<file path="config.mk">
export PLATFORM = sky130hd
export DESIGN_NAME = key_debounce_bank_unit
export DESIGN_NICKNAME = d
export VERILOG_FILES = /design/src/kdb_pkg.sv /design/src/key_debounce_bank_unit.sv
export SDC_FILE = /design/constraint.sdc
export NUM_CORES = 1
export LEC_CHECK = 0
export BUFFER_PORTS_ARGS = -buffer_cell sky130_fd_sc_hd__buf_4
export CELL_PAD_IN_SITES_DETAIL_PLACEMENT = 2
export CELL_PAD_IN_SITES_GLOBAL_PLACEMENT = 2
export CORE_MARGIN = 4
export CORE_UTILIZATION = 31
export DETAILED_ROUTE_END_ITERATION = 6
export PLACE_DENSITY_LB_ADDON = 0.1
export SETUP_SLACK_MARGIN = 0.2
export SYNTH_ARGS = -nofsm -noshare
export SYNTH_HDL_FRONTEND = slang
export SYNTH_SLANG_ARGS = --single-unit
</file>
<file path="constraint.sdc">
create_clock -name clk_i -period 4.9 [get_ports clk_i]
set_input_delay 0 -clock clk_i [delete_from_list [all_inputs] [get_ports clk_i]]
set_output_delay 0 -clock clk_i [all_outputs]
set_load 0.01 [all_outputs]
</file>
<file path="src/kdb_pkg.sv">
// ----------------------------------------------------------------------------
// kdb_pkg
// shared types and constants of the key debounce bank
// ----------------------------------------------------------------------------
package kdb_pkg;

  localparam int unsigned NumKeys   = 7;
  localparam int unsigned TimerW    = 8;
  localparam int unsigned PhaseW    = 2;
  localparam int unsigned StatesW   = PhaseW * NumKeys;
  localparam int unsigned CfgDataW  = 8;
  localparam int unsigned CfgIndexW = 1;

  localparam logic [TimerW-1:0]  DebounceReset = TimerW'(10);
  localparam logic [NumKeys-1:0] LevelReset    = NumKeys'(23);
  localparam logic [TimerW-1:0]  TimerMax      = {TimerW{1'b1}};

  // register indexes of the configuration port
  localparam logic [CfgIndexW-1:0] CfgDebounceMs = CfgIndexW'(0);
  localparam logic [CfgIndexW-1:0] CfgLevelMask  = CfgIndexW'(1);

  typedef enum logic [PhaseW-1:0] {
    PhReleased  = 2'd0,
    PhPressing  = 2'd1,
    PhPressed   = 2'd2,
    PhReleasing = 2'd3
  } key_phase_e;

endpackage

</file>
<file path="src/key_debounce_bank_unit.sv">
// ----------------------------------------------------------------------------
// key_debounce_bank_unit
// four-state debouncer for a bank of keys; unless stalled, one poll word per cycle
// ----------------------------------------------------------------------------
// a poll word is held in the input register until its result word can be registered
// throughput: one poll word per cycle unless the output stalls, set by the per-key
//   update between the input register and the result register
// reset: all keys released, timers zero, debounce time 10, level mask 23,
//   both pipeline registers empty
module key_debounce_bank_unit (
  input  logic                                 clk_i,
  input  logic                                 rst_ni,
  input  logic                                 in_valid_i,
  output logic                                 in_ready_o,
  input  logic [kdb_pkg::NumKeys-1:0]          pin_levels_i,
  input  logic [kdb_pkg::TimerW-1:0]           ms_elapsed_i,
  output logic                                 out_valid_o,
  input  logic                                 out_ready_i,
  output logic [kdb_pkg::StatesW-1:0]          key_states_o,
  output logic [kdb_pkg::NumKeys-1:0]          press_events_o,
  output logic [kdb_pkg::NumKeys-1:0]          release_events_o,
  input  logic                                 cfg_we_i,
  input  logic [kdb_pkg::CfgIndexW-1:0]        cfg_index_i,
  input  logic [kdb_pkg::CfgDataW-1:0]         cfg_wdata_i
);

  // configuration
  logic [kdb_pkg::TimerW-1:0]  debounce_ms_q;
  logic [kdb_pkg::NumKeys-1:0] level_mask_q;

  always_ff @(posedge clk_i or negedge rst_ni) begin
    if (!rst_ni) begin
      debounce_ms_q <= kdb_pkg::DebounceReset;
      level_mask_q  <= kdb_pkg::LevelReset;
    end else if (cfg_we_i) begin
      unique case (cfg_index_i)
        kdb_pkg::CfgDebounceMs: debounce_ms_q <= cfg_wdata_i[kdb_pkg::TimerW-1:0];
        kdb_pkg::CfgLevelMask:  level_mask_q  <= cfg_wdata_i[kdb_pkg::NumKeys-1:0];
        default: ;
      endcase
    end
  end

  // handshake
  logic in_valid_q;
  logic out_valid_q;
  logic advance;
  logic in_take;

  assign advance    = in_valid_q && (!out_valid_q || out_ready_i);
  assign in_ready_o = !in_valid_q || advance;
  assign in_take    = in_valid_i && in_ready_o;

  always_ff @(posedge clk_i or negedge rst_ni) begin
    if (!rst_ni) begin
      in_valid_q  <= 1'b0;
      out_valid_q <= 1'b0;
    end else begin
      if (in_ready_o) begin
        in_valid_q <= in_valid_i;
      end
      if (advance) begin
        out_valid_q <= 1'b1;
      end else if (out_ready_i) begin
        out_valid_q <= 1'b0;
      end
    end
  end

  // input register
  logic [kdb_pkg::NumKeys-1:0] pins_q;
  logic [kdb_pkg::TimerW-1:0]  ms_q;

  always_ff @(posedge clk_i) begin
    if (in_take) begin
      pins_q <= pin_levels_i;
      ms_q   <= ms_elapsed_i;
    end
  end

  // per-key state
  kdb_pkg::key_phase_e         phase_q [kdb_pkg::NumKeys];
  kdb_pkg::key_phase_e         phase_d [kdb_pkg::NumKeys];
  logic [kdb_pkg::TimerW-1:0]  timer_q [kdb_pkg::NumKeys];
  logic [kdb_pkg::TimerW-1:0]  timer_d [kdb_pkg::NumKeys];
  logic [kdb_pkg::NumKeys-1:0] press_d;
  logic [kdb_pkg::NumKeys-1:0] release_d;
  logic [kdb_pkg::StatesW-1:0] states_d;
  logic [kdb_pkg::NumKeys-1:0] down;

  assign down = ~(pins_q ^ level_mask_q);

  always_comb begin
    logic [kdb_pkg::TimerW:0]   sum;
    logic [kdb_pkg::TimerW-1:0] sat;
    press_d   = '0;
    release_d = '0;
    states_d  = '0;
    for (int k = 0; k < kdb_pkg::NumKeys; k++) begin
      phase_d[k] = phase_q[k];
      timer_d[k] = timer_q[k];
      sum = {1'b0, timer_q[k]} + {1'b0, ms_q};
      sat = sum[kdb_pkg::TimerW] ? kdb_pkg::TimerMax : sum[kdb_pkg::TimerW-1:0];
      unique case (phase_q[k])
        kdb_pkg::PhReleased: begin
          if (down[k]) begin
            timer_d[k] = '0;
            phase_d[k] = kdb_pkg::PhPressing;
          end
        end
        kdb_pkg::PhPressed: begin
          if (!down[k]) begin
            timer_d[k] = '0;
            phase_d[k] = kdb_pkg::PhReleasing;
          end
        end
        default: begin
          timer_d[k] = sat;
          if (sat >= debounce_ms_q) begin
            press_d[k]   = (phase_q[k] == kdb_pkg::PhPressing) && down[k];
            release_d[k] = (phase_q[k] == kdb_pkg::PhReleasing) && !down[k];
            phase_d[k]   = down[k] ? kdb_pkg::PhPressed : kdb_pkg::PhReleased;
          end
        end
      endcase
      states_d[kdb_pkg::PhaseW*k +: kdb_pkg::PhaseW] = phase_d[k];
    end
  end

  always_ff @(posedge clk_i or negedge rst_ni) begin
    if (!rst_ni) begin
      for (int k = 0; k < kdb_pkg::NumKeys; k++) begin
        phase_q[k] <= kdb_pkg::PhReleased;
        timer_q[k] <= '0;
      end
    end else if (advance) begin
      for (int k = 0; k < kdb_pkg::NumKeys; k++) begin
        phase_q[k] <= phase_d[k];
        timer_q[k] <= timer_d[k];
      end
    end
  end

  // result register
  logic [kdb_pkg::StatesW-1:0] states_q;
  logic [kdb_pkg::NumKeys-1:0] press_q;
  logic [kdb_pkg::NumKeys-1:0] release_q;

  always_ff @(posedge clk_i) begin
    if (advance) begin
      states_q  <= states_d;
      press_q   <= press_d;
      release_q <= release_d;
    end
  end

  assign out_valid_o      = out_valid_q;
  assign key_states_o     = states_q;
  assign press_events_o   = press_q;
  assign release_events_o = release_q;

  // keys shown as pressed or released in the result word
  logic [kdb_pkg::NumKeys-1:0] shown_pressed;
  logic [kdb_pkg::NumKeys-1:0] shown_released;

  always_comb begin
    for (int k = 0; k < kdb_pkg::NumKeys; k++) begin
      shown_pressed[k]  = states_q[kdb_pkg::PhaseW*k +: kdb_pkg::PhaseW] == kdb_pkg::PhPressed;
      shown_released[k] = states_q[kdb_pkg::PhaseW*k +: kdb_pkg::PhaseW] == kdb_pkg::PhReleased;
    end
  end

  a_press_shows_pressed: assert property (@(posedge clk_i) disable iff (!rst_ni)
    out_valid_q |-> ((press_q & ~shown_pressed) == '0))
    else $error("press event on a key not shown pressed");

  a_release_shows_released: assert property (@(posedge clk_i) disable iff (!rst_ni)
    out_valid_q |-> ((release_q & ~shown_released) == '0))
    else $error("release event on a key not shown released");

  a_stall_holds_input: assert property (@(posedge clk_i) disable iff (!rst_ni)
    (in_valid_q && !advance) |=> (in_valid_q && $stable(pins_q) && $stable(ms_q)))
    else $error("stalled poll word lost");

  a_advance_fills_output: assert property (@(posedge clk_i) disable iff (!rst_ni)
    advance |=> out_valid_q)
    else $error("result word not registered");

endmodule
</file>
== Yosys cells after proc, flatten, opt, wreduce, memory -nomap -nowiden ==
Index checks and enable logic that the tools add are counted.
Operators by class
  add/sub/neg operators: 7
  order comparisons: 7
  equality and inequality tests: 35
  multiplexer cells: 65
  bitwise logic cells: 10
  reductions and logical operators: 51
Operator list (number)
  $mux 8: 21
  $pmux 8 s2: 7
  $add 8x8->9: 7
  $ge 8x8->1: 7
  $mux 2: 28
  $eq 2x2->1 const B: 14
  $ne 2x2->1 const B: 14
  $pmux 2 s2: 7
  $reduce_and 3->1: 7
  $reduce_or 3->1: 7
  $logic_and 1x1->1: 16
  $eq 2x1->1 const B: 7
  $logic_not 2->1: 7
  $logic_not 1->1: 9
  $not 1->1: 8
  $not 7->7: 1
  $xor 7x7->7: 1
  $reduce_and 2->1: 2
  $logic_or 1x1->1: 2
  $mux 1: 2
  $reduce_bool 2->1: 1
Word-level totals
  register bits after elaboration: 130
  input port bits: 29

== Longest topological paths before layout ==
  depth after elaboration: 5
  depth in mapped cells: 13

== Worst setup path before layout ==
No wires, ideal clock.
  path kind: register to register
  start: register ms_q[1] (netlist bit)
  end: register states_q, in the netlist key_states_o[7] (data pin)
  data arrival time: 3390 ps
  setup slack: 1250 ps
  stages on the path, launching flop included: 13
  period minus slack after synthesis: 3650 ps
  cell sequence: edfxtp_1 -> fa_1 -> a21oi_1 -> nor3_1 -> o211ai_1 -> nand2_1 -> or3_1 -> ha_1 -> nand2_1 -> or2_0 -> inv_1 -> a22o_1 -> mux2_2
RTL lines
  start: declaration: line key_debounce_bank_unit.sv:72  | logic [kdb_pkg::TimerW-1:0] ms_q;
  start signal: assignment: line key_debounce_bank_unit.sv:77  | ms_q <= ms_elapsed_i;
  end signal: assignment: line key_debounce_bank_unit.sv:151  | states_q <= states_d;
  end: declaration: line key_debounce_bank_unit.sv:145  | logic [kdb_pkg::StatesW-1:0] states_q;

==> impl_metrics.json <==
{
  "outcome": "complete, no violations",
  "die_y_um": 179.2,
  "initial_core_util_pct": 31.57,
  "cts_buffers": 17,
  "final_hold_viol_count": 0,
  "postCtsSetupBuffers": 0,
  "num_rows": 62,
  "final.min_clock_period_ns": 4.209,
  "antenna_found_initial": 1,
  "yosys.area_share.xor_xnor_pct": 3.925,
  "synth.mux.area_fraction_pct": 3.608,
  "wl_per_cell_um": 21.72,
  "worstMarginPinSlew_ns": 1.100,
  "ys.warnings.count": 0,
  "cts_tree": "built",
  "syn_area_per_cell_um2": 10.16,
  "grt_max_degree": 46,
  "cts_buffer_depth": 2,
  "skew_ns": 0.02343,
  "endpoint": "key_states_o[7]$_DFFE_PP_",
  "fillers": 3116,
  "yosysTopAreaCellShare_pct": 22.31,
  "worstSetupPathType": "flop to flop",
  "cts_htree_levels": 4,
  "dp_hpwl_mm": 21.37,
  "rsz0062_at_grt": "false",
  "most-common-layout-cells": "112 x ha_1, 87 x nand2_1, 81 x dfrtp_1, 68 x buf_4, 62 x a21oi_1",
  "p_per_area_nw_per_um2": 668.6,
  "drive_gt1_share_pct": 13.93,
  "grt_overflow": 0,
  "finalCritPeriodShare_pct": 85.90,
  "drc_errors": 0,
  "start_kind": "flop",
  "endpoint_kind": "flop",
  "synth_area_um2": 9085,
  "grt_pass1_vias": 8262,
  "critPathMaxFanout": 7,
  "max_freq_mhz": 237.6,
  "relSlewSlack_pct": 26.66,
  "r2r_setup_slack_ns": 0.69,
  "synth_compound_area_share_pct": 20.73,
  "io_pins": 59,
  "layout_setup_ws_ns": 0.6907,
  "maxCapViolCount": 0,
  "final_area_um2": 10900,
  "firstDrtPassIters": 4,
  "critPathArrivalTime_ns": 4.39,
  "min_from": "cfg_index_i",
  "ys_types": 73,
  "pre_cts_ws_ns": 0.7189,
  "synthAdderAreaFrac_pct": 16.97,
  "seq_area_frac_synth_pct": 38.26,
  "cts_sinks": 130,
  "finalSetupTns_ns": 0,
  "synth_edf_count": 43,
  "drt_wl_total_mm": 30.18,
  "hp-class": "input port to flop",
  "worstReg2RegEnd": "key_states_o[7]$_DFFE_PP_",
  "r2r_cells": 13,
  "grt_pass1_wl_mm": 47.79,
  "synthTopCellsByArea": "dfrtp_1 22%, ha_1 15%, edfxtp_1 14%",
  "routed_via_density": 5.382,
  "p_leak_nw": 4.874,
  "grt_usage_pct": 19.67,
  "setup_viol": 0,
  "n_antenna_cell": 0,
  "cp.required_ns": 5.08,
  "ys.flop_type": "dfrtp_1",
  "yosysTopAreaCell": "dfrtp_1",
  "async_flop_share_pct": 66.92,
  "ys_ff_latch": 130,
  "insertion_delay_ns": 0.45,
  "synthCells": 894,
  "drt_iter0_markers": 282,
  "routabilityCongestion": 0.7872,
  "max-vdd-ir-drop_uv": 274.6,
  "clockRootBuffer": "clkbuf_16",
  "final_core_util_pct": 37.89,
  "finalMaxSlewViolations": 0,
  "reg2reg_from": "ms_q[0]$_DFFE_PP_",
  "dieArea_um2": 32110,
  "yosys.area_share.simple_pct": 14.64,
  "nets": 1140,
  "die_w_um": 179.2,
  "worstSetupStartpoint": "ms_q[0]$_DFFE_PP_",
  "placed_cell_area_um2": 9992,
  "num_vias": 7475,
  "cts_resized": 0,
  "final_common_cell": "ha_1",
  "cts.clk_slew.worst_paths_ns": 0.06,
  "antenna_left": 0,
  "synth_fp_nets": 1042,
  "core-area_um2": 28780,
  "io_buffers": 58,
  "synth_top_family_by_area": "compound AO/OA/AOI/OAI gates",
  "area_growth_pct": 20.02
}
[worst min path at each step]
stage | cells after the start | end | slack (ns)
global route | 5 | debounce_ms_q[1]$_DFFE_PN1P_ | 0.03
finish | 5 | debounce_ms_q[1]$_DFFE_PN1P_ | 0.02
CTS | 5 | debounce_ms_q[1]$_DFFE_PN1P_ | 0.007
global placement | 1 | phase_q[13]$_DFFE_PN0P_ | 0.08
floorplan | 0 | debounce_ms_q[0]$_DFFE_PN0P_ | -0.30
detailed placement | 1 | phase_q[13]$_DFFE_PN0P_ | 0.08
[logic make-up (layout without fill, tap and decap cells)]
logic type               after synthesis  in the layout
adder cells (fa/ha/maj)              119            119
AO/OA/AOI/OAI                        273            273
XOR/XNOR                              39             39
flip-flops                           130            130
multiplexers                          30             30
AND/OR/NAND/NOR                      265            265
buffers and inverters                 38            149
[where the power goes]
part / switching (W) / internal [W]
Combinational: 0.00222 / 0.00175
Sequential: 0.000326 / 0.00154
Clock: 0.000532 / 0.000919
[registers in the layout, summed over array words and instances (netlist names)]
name,flops
timer_q,56
phase_q,14
debounce_ms_q,8
ms_q,8
pins_q,7
key_states_o,14
in_valid_q,1
release_events_o,7
out_valid_o,1
level_mask_q,7
press_events_o,7
[final cells by class]
cell class / count / area, um2 / area share [%]
clock buffers: 20 / 446.7 / 4.096
clock inverters: 12 / 205.2 / 1.882
inverters: 23 / 86.33 / 0.7917
multi-input cells: 726 / 5439 / 49.88
flip-flops and latches: 130 / 3476 / 31.88
well taps: 384 / 480.5 / 4.406
repair buffers: 94 / 770.7 / 7.068
[stage by stage]
stage,hold WS [ns],total power (W),std cells
after CTS,0.006988,0.007401,1389
after global placement,0.08284,0.005728,1331
final,0.02335,0.007291,1389
after detailed placement,0.08175,0.005852,1331
after floorplan,-0.2956,0.004697,894
after global routing,0.02886,0.008030,1389
[what timing repair did]
item                                    CTS  global route
endpoints found under the setup margin    0             0
hold endpoints to repair                 70             0
hold buffers                             26             0
[cells in the mapped netlist (6+ instances only)]
master / n
nand2_1: 87
nor2_1: 41
mux2i_1: 8
nand3_1: 22
a21o_1: 22
dfrtp_1: 81
o21ai_1: 27
ha_1: 112
nor2b_1: 9
edfxtp_1: 43
nor3_1: 13
dfstp_2: 6
a211oi_1: 11
nand2b_1: 23
fa_1: 7
clkbuf_1: 10
or3_1: 9
xor2_1: 15
xnor2_1: 23
and3_1: 11
a21oi_1: 62
o211ai_1: 6
and2_1: 18
a31oi_1: 8
o21ai_0: 34
a22oi_1: 6
a32o_1: 11
a22o_1: 32
o21bai_1: 6
inv_1: 22
o21a_1: 9
mux2_2: 20
[layer usage]
metal	track usage [%]	routed length, um	vias up
met3	3.016	643	18
met2	33.72	14860	74
li1	-	-	3558
met1	26.37	14380	3825
met4	4.157	296	0
met5	0	0	-
[critical path, stage by stage, from the launching register on]
cell	delay [ns]
edfxtp_1	0.60
ha_1	0.34
fa_1	0.41
a21oi_1	0.22
nor3_1	0.10
o211ai_1	0.49
nand2_1	0.15
or3_1	0.41
ha_1	0.30
nand2_1	0.07
or2_0	0.21
inv_1	0.08
a22o_1	0.22
mux2_2	0.35
No activity file was read; power rests on OpenSTA's default activity.
